--- src/hdl/cpq_pkg.sv ---
// shared types, widths and operation codes of the coalescing priority task queue
// no dependencies
package cpq_pkg;

  localparam int unsigned OpW   = 3;
  localparam int unsigned TaskW = 5;
  localparam int unsigned PrioW = 8;
  localparam int unsigned PendW = 16;

  localparam int unsigned NumTasksDef   = 32;
  localparam int unsigned MaxRunnersDef = 7;

  localparam logic [PendW-1:0] PendMax = '1;

  // operation codes
  localparam logic [OpW-1:0] OpEnqueue  = 3'd0;
  localparam logic [OpW-1:0] OpDequeue  = 3'd1;
  localparam logic [OpW-1:0] OpCancel   = 3'd2;
  localparam logic [OpW-1:0] OpBlock    = 3'd3;
  localparam logic [OpW-1:0] OpUnblock  = 3'd4;
  localparam logic [OpW-1:0] OpComplete = 3'd5;

  typedef struct packed {
    logic [OpW-1:0]   op;
    logic [TaskW-1:0] task_id;
    logic [PrioW-1:0] priority_req;
  } cpq_in_t;

  typedef struct packed {
    logic             notify;
    logic [TaskW-1:0] task_out;
    logic [PendW-1:0] pending_out;
    logic             empty_res;
    logic             busy_res;
    logic             coalesced;
  } cpq_out_t;

  // one queued entry held by a cell
  typedef struct packed {
    logic             vld;
    logic [TaskW-1:0] id;
    logic [PrioW-1:0] prio;
  } cpq_entry_t;

  // command broadcast to every cell of the chain
  typedef struct packed {
    logic             insert;
    logic             pop;
    logic             remove;
    logic [TaskW-1:0] id;
    logic [PrioW-1:0] prio;
  } cpq_cmd_t;

endpackage

--- src/hdl/coalescing_priority_task_queue.sv ---
// top level of the coalescing priority task queue
// depends on cpq_pkg, cpq_chain and cpq_tbl
//
// usage
//   input channel in_valid_i / in_stall_o / in_i carries one operation per
//   transfer: enqueue, dequeue head, cancel, block, unblock, complete
//   output channel out_valid_o / out_stall_i / out_o returns exactly one
//   result per input transfer, in order
// operation flow
//   the accepting edge loads the item and reads the count table; the
//   execute edge, once the result register is free or being emptied,
//   inserts, pops or removes in the queue chain, writes the table and
//   loads the result register; no new item is taken until the current
//   one executes, set by the read-then-write of the per-task count table
// reset
//   queue cells, table valid bits, block, deferred and output valid flags
//   are cleared at once; no clearing pass, items accepted at once
// stall
//   while the receiver stalls a held result, the next item waits in the
//   execute slot and in_stall_o stays high until the result is taken
module coalescing_priority_task_queue #(
  parameter int unsigned NUM_TASKS   = cpq_pkg::NumTasksDef,
  parameter int unsigned MAX_RUNNERS = cpq_pkg::MaxRunnersDef
) (
  input  logic              clk_i,
  input  logic              rst_ni,
  input  logic              in_valid_i,
  output logic              in_stall_o,
  input  cpq_pkg::cpq_in_t  in_i,
  output logic              out_valid_o,
  input  logic              out_stall_i,
  output cpq_pkg::cpq_out_t out_o
);

  localparam int unsigned IdxW = $clog2(NUM_TASKS);
  localparam int unsigned RunW = $clog2(MAX_RUNNERS + 1);
  localparam logic [RunW-1:0] RunMax = RunW'(MAX_RUNNERS);

  // control and item registers
  logic              busy_q;
  cpq_pkg::cpq_in_t  item_q;
  logic [IdxW-1:0]   addr_q;
  logic              blocked_q, blocked_d;
  logic              deferred_q, deferred_d;
  logic              out_valid_q;
  cpq_pkg::cpq_out_t out_q, res;

  logic                      accept, exec, t_ok, wr_en;
  logic [IdxW-1:0]           rd_addr;
  logic [cpq_pkg::PendW-1:0] pend, new_pend;
  logic [RunW-1:0]           run, new_run;
  cpq_pkg::cpq_cmd_t         cmd, cmd_g;
  cpq_pkg::cpq_entry_t       head;

  // a new transfer is taken only while the execute slot is empty
  assign accept     = in_valid_i && !busy_q;
  assign in_stall_o = busy_q;
  // execute once the result register is free or being emptied
  assign exec       = busy_q && (!out_valid_q || !out_stall_i);

  // dequeue looks up the head task, everything else the addressed task
  assign rd_addr = (in_i.op == cpq_pkg::OpDequeue) ? IdxW'(head.id) : IdxW'(in_i.task_id);

  assign t_ok = int'(item_q.task_id) < NUM_TASKS;

  // operation decode for the item in the execute slot
  always_comb begin
    res        = '0;
    cmd        = '0;
    cmd.id     = item_q.task_id;
    cmd.prio   = item_q.priority_req;
    wr_en      = 1'b0;
    new_pend   = pend;
    new_run    = run;
    blocked_d  = blocked_q;
    deferred_d = deferred_q;
    case (item_q.op)
      cpq_pkg::OpEnqueue: begin
        if (t_ok) begin
          wr_en = 1'b1;
          if (pend != '0) begin
            // already queued: only the count rises, saturating
            res.coalesced = 1'b1;
            if (pend != cpq_pkg::PendMax) begin
              new_pend = pend + 1'b1;
            end
          end else begin
            cmd.insert = 1'b1;
            new_pend   = cpq_pkg::PendW'(1);
            if (blocked_q) begin
              deferred_d = 1'b1;
            end else begin
              res.notify = 1'b1;
            end
          end
        end
      end
      cpq_pkg::OpDequeue: begin
        if (head.vld) begin
          res.task_out    = head.id;
          res.pending_out = pend;
          new_pend        = '0;
          if (run != RunMax) begin
            new_run = run + 1'b1;
          end
          cmd.pop = 1'b1;
          wr_en   = 1'b1;
        end else begin
          res.empty_res = 1'b1;
        end
      end
      cpq_pkg::OpCancel: begin
        if (t_ok) begin
          res.pending_out = pend;
          res.busy_res    = (run != '0);
          cmd.remove      = (pend != '0);
          new_pend        = '0;
          wr_en           = 1'b1;
        end
      end
      cpq_pkg::OpBlock: begin
        blocked_d = 1'b1;
      end
      cpq_pkg::OpUnblock: begin
        blocked_d = 1'b0;
        if (deferred_q) begin
          deferred_d = 1'b0;
          res.notify = 1'b1;
        end
      end
      cpq_pkg::OpComplete: begin
        if (t_ok && (run != '0)) begin
          new_run = run - 1'b1;
          wr_en   = 1'b1;
        end
      end
      default: begin
      end
    endcase
  end

  always_comb begin
    cmd_g = cmd;
    if (!exec) begin
      cmd_g.insert = 1'b0;
      cmd_g.pop    = 1'b0;
      cmd_g.remove = 1'b0;
    end
  end

  // sorted queue of task entries
  cpq_chain #(
    .NUM_CELLS (NUM_TASKS)
  ) u_chain (
    .clk_i  (clk_i),
    .rst_ni (rst_ni),
    .cmd_i  (cmd_g),
    .head_o (head)
  );

  // pending and running counts per task
  cpq_tbl #(
    .NUM_TASKS (NUM_TASKS),
    .RUN_W     (RunW)
  ) u_tbl (
    .clk_i     (clk_i),
    .rst_ni    (rst_ni),
    .rd_en_i   (accept),
    .rd_addr_i (rd_addr),
    .wr_en_i   (exec && wr_en),
    .wr_addr_i (addr_q),
    .wr_pend_i (new_pend),
    .wr_run_i  (new_run),
    .rd_pend_o (pend),
    .rd_run_o  (run)
  );

  always_ff @(posedge clk_i or negedge rst_ni) begin
    if (!rst_ni) begin
      busy_q      <= 1'b0;
      blocked_q   <= 1'b0;
      deferred_q  <= 1'b0;
      out_valid_q <= 1'b0;
    end else begin
      if (accept) begin
        busy_q <= 1'b1;
      end else if (exec) begin
        busy_q <= 1'b0;
      end
      if (exec) begin
        blocked_q   <= blocked_d;
        deferred_q  <= deferred_d;
        out_valid_q <= 1'b1;
      end else if (!out_stall_i) begin
        out_valid_q <= 1'b0;
      end
    end
  end

  // payload registers
  always_ff @(posedge clk_i) begin
    if (accept) begin
      item_q <= in_i;
      addr_q <= rd_addr;
    end
    if (exec) begin
      out_q <= res;
    end
  end

  assign out_valid_o = out_valid_q;
  assign out_o       = out_q;

  // an accepted transfer holds the input side for the next cycle
  a_stall_after_accept: assert property (@(posedge clk_i) disable iff (!rst_ni)
    in_valid_i && !in_stall_o |=> in_stall_o)
    else $error("input not held after accepted transfer");

  // a result only appears out of the execute slot
  a_result_from_exec: assert property (@(posedge clk_i) disable iff (!rst_ni)
    $rose(out_valid_o) |-> $past(busy_q))
    else $error("result without executed item");

  // a queued head task always carries a nonzero pending count
  a_head_pending: assert property (@(posedge clk_i) disable iff (!rst_ni)
    exec && (item_q.op == cpq_pkg::OpDequeue) && head.vld |=> out_o.pending_out != '0)
    else $error("dequeued task with zero pending count");

endmodule

--- src/hdl/cpq_cell.sv ---
// one cell of the sorted queue chain: holds a single entry
// depends on cpq_pkg
module cpq_cell (
  input  logic               clk_i,
  input  logic               rst_ni,
  input  cpq_pkg::cpq_cmd_t  cmd_i,
  input  cpq_pkg::cpq_entry_t left_i,
  input  logic               left_ge_i,
  input  cpq_pkg::cpq_entry_t right_i,
  input  logic               shift_i,
  output cpq_pkg::cpq_entry_t ent_o,
  output logic               ge_o,
  output logic               shift_o
);

  cpq_pkg::cpq_entry_t ent_q, ent_d;
  logic match;

  // entry stays ahead of a new one of lower or equal priority
  assign ge_o    = ent_q.vld && (ent_q.prio >= cmd_i.prio);
  assign match   = ent_q.vld && (ent_q.id == cmd_i.id);
  assign shift_o = shift_i | match;
  assign ent_o   = ent_q;

  always_comb begin
    ent_d = ent_q;
    if (cmd_i.insert) begin
      if (!ge_o) begin
        if (left_ge_i) begin
          ent_d.vld  = 1'b1;
          ent_d.id   = cmd_i.id;
          ent_d.prio = cmd_i.prio;
        end else begin
          ent_d = left_i;
        end
      end
    end else if (cmd_i.pop) begin
      ent_d = right_i;
    end else if (cmd_i.remove && shift_o) begin
      ent_d = right_i;
    end
  end

  always_ff @(posedge clk_i or negedge rst_ni) begin
    if (!rst_ni) begin
      ent_q <= '0;
    end else begin
      ent_q <= ent_d;
    end
  end

endmodule

--- src/hdl/cpq_chain.sv ---
// row of queue cells, head at cell zero, kept in priority order
// depends on cpq_pkg and cpq_cell
module cpq_chain #(
  parameter int unsigned NUM_CELLS = cpq_pkg::NumTasksDef
) (
  input  logic                clk_i,
  input  logic                rst_ni,
  input  cpq_pkg::cpq_cmd_t   cmd_i,
  output cpq_pkg::cpq_entry_t head_o
);

  cpq_pkg::cpq_entry_t ent   [NUM_CELLS];
  logic                ge    [NUM_CELLS];
  logic                shift [NUM_CELLS];

  for (genvar i = 0; i < NUM_CELLS; i++) begin : g_cell
    cpq_pkg::cpq_entry_t left, right;
    logic left_ge, shift_in;

    if (i == 0) begin : g_first
      assign left     = '0;
      assign left_ge  = 1'b1;
      assign shift_in = 1'b0;
    end else begin : g_mid
      assign left     = ent[i-1];
      assign left_ge  = ge[i-1];
      assign shift_in = shift[i-1];
    end

    if (i == NUM_CELLS - 1) begin : g_last
      assign right = '0;
    end else begin : g_inner
      assign right = ent[i+1];
    end

    cpq_cell u_cell (
      .clk_i     (clk_i),
      .rst_ni    (rst_ni),
      .cmd_i     (cmd_i),
      .left_i    (left),
      .left_ge_i (left_ge),
      .right_i   (right),
      .shift_i   (shift_in),
      .ent_o     (ent[i]),
      .ge_o      (ge[i]),
      .shift_o   (shift[i])
    );
  end

  assign head_o = ent[0];

endmodule

--- src/hdl/cpq_tbl.sv ---
// per-task pending and running counts, one read and one write port
// depends on cpq_pkg
module cpq_tbl #(
  parameter int unsigned NUM_TASKS = cpq_pkg::NumTasksDef,
  parameter int unsigned RUN_W     = 3,
  localparam int unsigned IdxW     = $clog2(NUM_TASKS)
) (
  input  logic                     clk_i,
  input  logic                     rst_ni,
  input  logic                     rd_en_i,
  input  logic [IdxW-1:0]          rd_addr_i,
  input  logic                     wr_en_i,
  input  logic [IdxW-1:0]          wr_addr_i,
  input  logic [cpq_pkg::PendW-1:0] wr_pend_i,
  input  logic [RUN_W-1:0]         wr_run_i,
  output logic [cpq_pkg::PendW-1:0] rd_pend_o,
  output logic [RUN_W-1:0]         rd_run_o
);

  logic [cpq_pkg::PendW-1:0] pend_mem [NUM_TASKS];
  logic [RUN_W-1:0]          run_mem  [NUM_TASKS];
  logic [NUM_TASKS-1:0]      vld_q;
  logic [cpq_pkg::PendW-1:0] rd_pend_q;
  logic [RUN_W-1:0]          rd_run_q;
  logic                      rd_vld_q;

  always_ff @(posedge clk_i) begin
    if (wr_en_i) begin
      pend_mem[wr_addr_i] <= wr_pend_i;
      run_mem[wr_addr_i]  <= wr_run_i;
    end
    if (rd_en_i) begin
      rd_pend_q <= pend_mem[rd_addr_i];
      rd_run_q  <= run_mem[rd_addr_i];
    end
  end

  // entries never written read as zero
  always_ff @(posedge clk_i or negedge rst_ni) begin
    if (!rst_ni) begin
      vld_q    <= '0;
      rd_vld_q <= 1'b0;
    end else begin
      if (wr_en_i) begin
        vld_q[wr_addr_i] <= 1'b1;
      end
      if (rd_en_i) begin
        rd_vld_q <= vld_q[rd_addr_i];
      end
    end
  end

  assign rd_pend_o = rd_vld_q ? rd_pend_q : '0;
  assign rd_run_o  = rd_vld_q ? rd_run_q  : '0;

endmodule

--- config.mk ---
export PLATFORM = sky130hd
export DESIGN_NAME = coalescing_priority_task_queue
export DESIGN_NICKNAME = d
export VERILOG_FILES = /design/src/hdl/cpq_pkg.sv /design/src/hdl/coalescing_priority_task_queue.sv /design/src/hdl/cpq_cell.sv /design/src/hdl/cpq_chain.sv /design/src/hdl/cpq_tbl.sv
export SDC_FILE = /design/constraint.sdc
export NUM_CORES = 2
export LEC_CHECK = 0
export BUFFER_PORTS_ARGS = -buffer_cell sky130_fd_sc_hd__buf_2
export CORE_MARGIN = 3
export CORE_UTILIZATION = 65
export DETAILED_ROUTE_END_ITERATION = 10
export PLACE_DENSITY_LB_ADDON = 0.25
export SLEW_MARGIN = 20
export SYNTH_ARGS = -nofsm -noshare
export SYNTH_HDL_FRONTEND = slang
export SYNTH_SLANG_ARGS = --single-unit
--- constraint.sdc ---
create_clock -name clk_i -period 9.6 [get_ports clk_i]
set_clock_uncertainty 0.15 [all_clocks]
set_input_delay 1.92 -clock clk_i [delete_from_list [all_inputs] [get_ports clk_i]]
set_output_delay 1.92 -clock clk_i [all_outputs]
set_load 0.005 [all_outputs]
# Word-level counts from Yosys, hierarchy flattened
# Memory sizes are Yosys's and may differ from the RTL's. A register that Yosys moved wholly into a read port is not among the register bits.
# Index checks and enable logic that the tools add are counted.
totals:
  ff_bits: 531
  latch_bits: 0
  ramBits: 608
  rom_bits: 0
  input_bits: 20
  output_inout_bits: 27
  elab_cells: 637
  mem_count: 2
mem_list:
  columns: ["memory", "words", "word_bits", "read_ports", "rd_clocked_by_memory_dff", "wr", "line", "source"]
  rows:
  - ["u_tbl.pend_mem", 32, 16, 1, 1, 1, "cpq_tbl.sv:20", "logic [cpq_pkg::PendW-1:0] pend_mem [NUM_TASKS];"]
  - ["u_tbl.run_mem", 32, 3, 1, 1, 1, "cpq_tbl.sv:21", "logic [RUN_W-1:0] run_mem [NUM_TASKS];"]
op_classes:
  addsub: 3
  n_mul: 0
  div: 0
  order_cmp: 35
  n_eq_ne: 75
  shift: 0
  n_mux: 200
  bitwise: 32
  n_reduce_logical: 178
ops:
  columns: ["operator", "n"]
  rows:
  - ["$mux W14", 159]
  - ["$ge A8 B8 Y1", 32]
  - ["$eq A5 B5 Y1", 32]
  - ["$logic_and A1 B1 Y1", 100]
  - ["$reduce_bool A3 Y1", 33]
  - ["$mux W16", 5]
  - ["$ne A2 B2 Y1 const B", 34]
  - ["$reduce_and A2 Y1", 34]
  - ["$pmux W16 S3", 1]
  - ["$or A32 B32 Y32", 1]
  - ["$pmux W16 S2", 1]
  - ["$or A1 B1 Y1", 31]
  - ["$mux W1", 21]
  - ["$add A16 B1 Y16 const B", 1]
  - ["$ne A16 B16 Y1 const B", 1]
  - ["$reduce_bool A16 Y1", 1]
  - ["$mux W3", 5]
  - ["$lt A5 B6 Y1 const B", 2]
  - ["$eq A3 B1 Y1 const B", 2]
  - ["$eq A3 B2 Y1 const B", 2]
  - ["$eq A3 B3 Y1 const B", 2]
  - ["$pmux W1 S2", 3]
  - ["$pmux W3 S2", 1]
  - ["$reduce_bool A2 Y1", 3]
  - ["other kinds (14)", 16]

# Logic depth before layout (Yosys ltp)
logic_depth:
  word_depth: 37
  ltp_mapped: 17
  ltp_nobuf: 11

# Hierarchy
# From an unflattened synthesis, not the netlist that was laid out.
hier_totals:
  hier_cells: 5064
  area_unflattened_um2: 65658.0
by_module_without_submodules:
  columns: ["mod", "n_inst", "cells_each", "area_each_um2", "seq_area_each_um2"]
  rows:
  - ["cpq_cell", 32, 118, 1181.1, 350.3]
  - ["cpq_tbl", 1, 1056, 25236.7, 19653.8]
  - ["coalescing_priority_task_queue", 1, 230, 2617.5, 1481.4]
  - ["cpq_chain", 1, 2, 7.5, 0.0]

# Least setup slack after synthesis
# Ideal clock, no wire load.
synth_path:
  kind: "input to register"
  startpoint: "in out_stall_i"
  endpoint: "reg u_chain.g_cell[20].u_cell.ent_q (netlist bit u_chain.g_cell[20].u_cell.ent_o[10])"
  setup_ns: 0.125
  arrival_time_ns: 4.839
  required_ns: 9.325
  path_slack_ns: 4.486
  cell_stages: 9
  path_buffers: 3
  path_cell_list: "nand2_1 and2_1 clkbuf_1 nand3_2 buf_2 or3_1 a31oi_4 buf_6 mux2_4"
synth_between:
  elab_chain_len: 7
  word_cells_on_any_way: 10
  cone_classes: "eq/ne (1); mux (3); reduce/logical (6)"
synth_lines:
  columns: ["element", "line", "source"]
  rows:
  - ["start, declared", "coalescing_priority_task_queue.sv:31", "input logic out_stall_i,"]
  - ["$logic_not A1 Y1 (*)", null, null]
  - ["$logic_or A1 B1 Y1 (*)", "coalescing_priority_task_queue.sv:59", "assign exec = busy_q && (!out_valid_q || !out_stall_i);"]
  - ["$logic_and A1 B1 Y1 (*)", "coalescing_priority_task_queue.sv:59", null]
  - ["via exec", "coalescing_priority_task_queue.sv:48", "logic accept, exec, t_ok, wr_en;"]
  - ["$mux W3 (*)", "coalescing_priority_task_queue.sv:144", "if (!exec) begin"]
  - ["$logic_and A1 B1 Y1", "cpq_cell.sv:39", "end else if (cmd_i.remove && shift_o) begin"]
  - ["$reduce_bool A3 Y1 (no line)", null, null]
  - ["$reduce_and A2 Y1 (no line)", null, null]
  - ["end signal, assigned", "cpq_cell.sv:48", "ent_q <= ent_d;"]
  - ["end, declared", "cpq_cell.sv:16", "cpq_pkg::cpq_entry_t ent_q, ent_d;"]
# The timed path passes the listed nets; every way through them passes the cells marked *.
# A chain may end at the register's enable or synchronous reset.

# Worst setup path after layout
layout_path:
  startpoint: "reg u_tbl.rd_vld_q"
  endpoint: "reg u_chain.g_cell[14].u_cell.ent_q (netlist bit u_chain.g_cell[14].u_cell.ent_o[9])"
layout_between:
  elab_chain_len: 7
  word_cells_on_any_way: 11
  cone_classes: "eq/ne (1); mux (6); reduce/logical (4)"
layout_lines:
  columns: ["element", "line", "source"]
  rows:
  - ["start, declared", "cpq_tbl.sv:25", "logic rd_vld_q;"]
  - ["start signal, assigned", "cpq_tbl.sv:48", "rd_vld_q <= vld_q[rd_addr_i];"]
  - ["$mux W16 (*)", "cpq_tbl.sv:53", "assign rd_pend_o = rd_vld_q ? rd_pend_q : '0;"]
  - ["$reduce_bool A16 Y1 (*)", "coalescing_priority_task_queue.sv:81, coalescing_priority_task_queue.sv:116", null]
  - ["$mux W1, on equally long branches", "coalescing_priority_task_queue.sv:81, coalescing_priority_task_queue.sv:77", null]
  - ["$mux W1 / $mux W3 (equally long branches)", "coalescing_priority_task_queue.sv:77, coalescing_priority_task_queue.sv:144", null]
  - ["$mux W3 (*)", "coalescing_priority_task_queue.sv:144", null]
  - ["$ne A2 B2 Y1 (no line) / $reduce_bool A3 Y1 (equally long branches)", null, null]
  - ["$reduce_and A2 Y1 (no line)", null, null]
  - ["end signal, assigned", "cpq_cell.sv:48", null]
  - ["end, declared", "cpq_cell.sv:16", null]
# Mark *: on every way between the ends. The rest lies on a longest branch, timed or not.

==> impl_metrics.tcl <==
set metrics [dict create \
    status "finished clean" \
    finalPower_mw 14.6 \
    synthCells 5631 \
    cts_resized 0 \
    maxCapViolCount 0 \
    dr.pass1.iters 8 \
    clk_pin_slew_ps 60 \
    syn_nets 5913 \
    final_common_cell "nand2_1" \
    track_usage_pct 35.3 \
    num-fill-cells 6449 \
    routed_wl_mm 176 \
    async_flop_share_pct 41.9 \
    seq_area_um2 32300 \
    setup_tns_ps 0 \
    synth_top_family_by_area "simple AND/OR/NAND/NOR gates" \
    cts_htree_levels 3 \
    vias 46700 \
    fp.dieArea_um2 98900 \
    wire_per_inst_um 25.6 \
    die_w_um 314 \
    clk_latency_ps 750 \
    rsz0062_at_grt "no" \
    p_leak_nw 28.8 \
    routed_via_density 6.79 \
    synth-main-ff-cell "edfxtp_1" \
    root_buffer "clkbuf_16" \
    period_share_pct 56.2 \
    multi_input_area_um2 28000 \
    busiest_layer "met2" \
    drc 0 \
    grt_max_degree 172 \
    routabilityCongestion 0.896 \
    relSlewSlack_pct 24.5 \
    ant_nets 0 \
    yosys.cell_types.count 84 \
    worstSetupPathType "register to register" \
    synth-seq-cells 1158 \
    numCtsBuffers 117 \
    crit_path_end_kind "register" \
    area_growth_pct 8.72 \
    postCtsSetupBuffers 0 \
    max_freq_ghz 0.185 \
    overflow 0 \
    grtUsageMet3_pct 7.31 \
    yosysWarningCount 0 \
    powerDensity_nw_per_um2 217 \
    finalMaxSlewViolations 0 \
    seq_area_frac_synth_pct 52.3 \
    drive_gt1_share_pct 13.7 \
    avgSynthCellArea_um2 11.0 \
    synthMuxAreaShare_pct 11.6 \
    grt_pass1_vias 45900 \
    die_y_um 314 \
    cts_tree "yes" \
    global_route.usage.met1_pct 47.6 \
    ir_worst_vdd_v 0.000194 \
    synth_edf_count 673 \
    cp_max_fo 80 \
    synthAdderAreaFrac_pct 5.30 \
    drt_iter0_markers 6073 \
    grt_pass1_wl_mm 270 \
    synth_compound_area_share_pct 11.2 \
    cp.arrival_ps 5910 \
    min_period_ps 5390 \
    start_util_pct 65.9 \
    layout_common_cells "870 x nand2_1, 673 x edfxtp_1, 486 x nand3_1, 485 x dfrtp_1, 340 x nor2_1" \
    synthSimpleGateAreaFrac_pct 14.0 \
    hp-class "register to register" \
    antenna_found_initial 2 \
    synth_xor_xnor_area_share_pct 2.32 \
    crit_required_ps 10110 \
    pin_count 47 \
    hold_violations 0 \
    std_cell_rows 112 \
    tightest_slew_ps 1130 \
    core-area_um2 93900 \
    nets 5807 \
    clockBufferDepth 3 \
    post-dp-hpwl_mm 106 \
    setup_viol 0 \
    netlist_area_um2 61800 \
    cts_sinks 1158 \
    cp-start-kind "register" \
    cts_hold_buf 0 \
    numPortBuffers 46 \
    grt.met2_usage_pct 55.3 \
]
worst paths after layout:
kind                                  from                            endpoint  cells past startpoint  slack [ps]
hold reg to reg            u_tbl.vld_q[12]                     u_tbl.vld_q[12]                      1         320
setup / recovery            u_tbl.rd_vld_q  u_chain.g_cell[14].u_cell.ent_o[9]                     11        4210
setup reg to reg            u_tbl.rd_vld_q  u_chain.g_cell[14].u_cell.ent_o[9]                     11        4210
max in group asynchronous           rst_ni  u_chain.g_cell[28].u_cell.ent_o[7]                      3        6190
min in group asynchronous           rst_ni                      u_tbl.vld_q[4]                      1        1040
hold / removal             u_tbl.vld_q[12]                     u_tbl.vld_q[12]                      1         320
sequential cells by signal, indices dropped and copies added (netlist names):
name                         flops
out_valid_o                      1
u_chain.g_cell.u_cell.ent_o    448
u_tbl.rd_pend_q                 16
deferred_q                       1
item_q                           3
u_tbl.rd_run_q                   3
blocked_q                        1
u_tbl.pend_mem                 512
in_stall_o                       1
addr_q                           5
u_tbl.vld_q                     32
cmd                             13
u_tbl.rd_vld_q                   1
out_o                           25
u_tbl.run_mem                   96
per-stage QoR:
stage	utilization, %	area (um^2)	hold WS, ps	setup slack (ps)	std cells
after CTS	71.6	67200	319	4320	6881
after detailed placement	67.4	63300	303	3610	6660
after global placement	67.3	63200	301	3700	6659
after floorplan	-	61800	289	4490	5631
final	71.6	67200	319	4210	6882
after global routing	71.6	67200	329	4000	6881
layer usage:
layer,share of wire (%),vias up
met5,0.0040,-
met4,5.0,2
met3,10,583
met2,46,2574
met1,39,23100
li1,-,20500
area by class of cell:
class | instances | area share [%]
Sequential cell | 1158 | 48.1
Multi-Input combinational cell | 4028 | 41.6
Clock buffer | 156 | 4.78
Tap cell | 1254 | 2.33
Timing Repair Buffer | 157 | 1.76
Clock inverter | 65 | 1.04
Inverter | 63 | 0.370
Antenna cell | 1 | 0.00372
critical path, cell delays in order (launching register included):
cell,delay (ps)
dfrtp_1,360
buf_4,260
nand2_1,320
ha_1,310
nor4b_2,260
a41oi_2,440
nor2_1,530
and2_4,630
buf_4,700
nand2_1,680
o211ai_1,370
mux2_2,200
cells in the mapped netlist, types with 70 or more instances:
| cell | instances | share of area, % |
|---|---|---|
| xor2_1 | 98 | 1.4 |
| clkbuf_1 | 276 | 1.7 |
| a311oi_1 | 100 | 1.4 |
| mux2_2 | 216 | 3.9 |
| a21o_1 | 107 | 1.3 |
| edfxtp_1 | 673 | 33 |
| o21ai_0 | 97 | 0.79 |
| nand2_1 | 871 | 5.3 |
| nor2_1 | 373 | 2.3 |
| ha_1 | 262 | 5.3 |
| mux2i_1 | 289 | 4.7 |
| a211oi_1 | 77 | 0.93 |
| mux2_4 | 70 | 1.7 |
| nand3_1 | 486 | 3.9 |
| dfrtp_1 | 485 | 20 |
| a21oi_1 | 271 | 2.2 |
| o211ai_1 | 133 | 1.6 |
power by group:
part,internal [mW],leakage (nW),switching [mW]
Combinational,1.17,14.1,2.17
Clock,2.65,1.89,2.03
Sequential,6.04,12.8,0.530
cell families after synthesis:
kind of cell / Yosys count
and+or+nand+nor: 1972
DFF: 1158
AOI/OAI and AO/OA: 986
muxes: 644
buffers and inverters: 445
adders and majority gates: 262
xor gates and xnor gates: 164
Power figures use the tool's default switching activity.
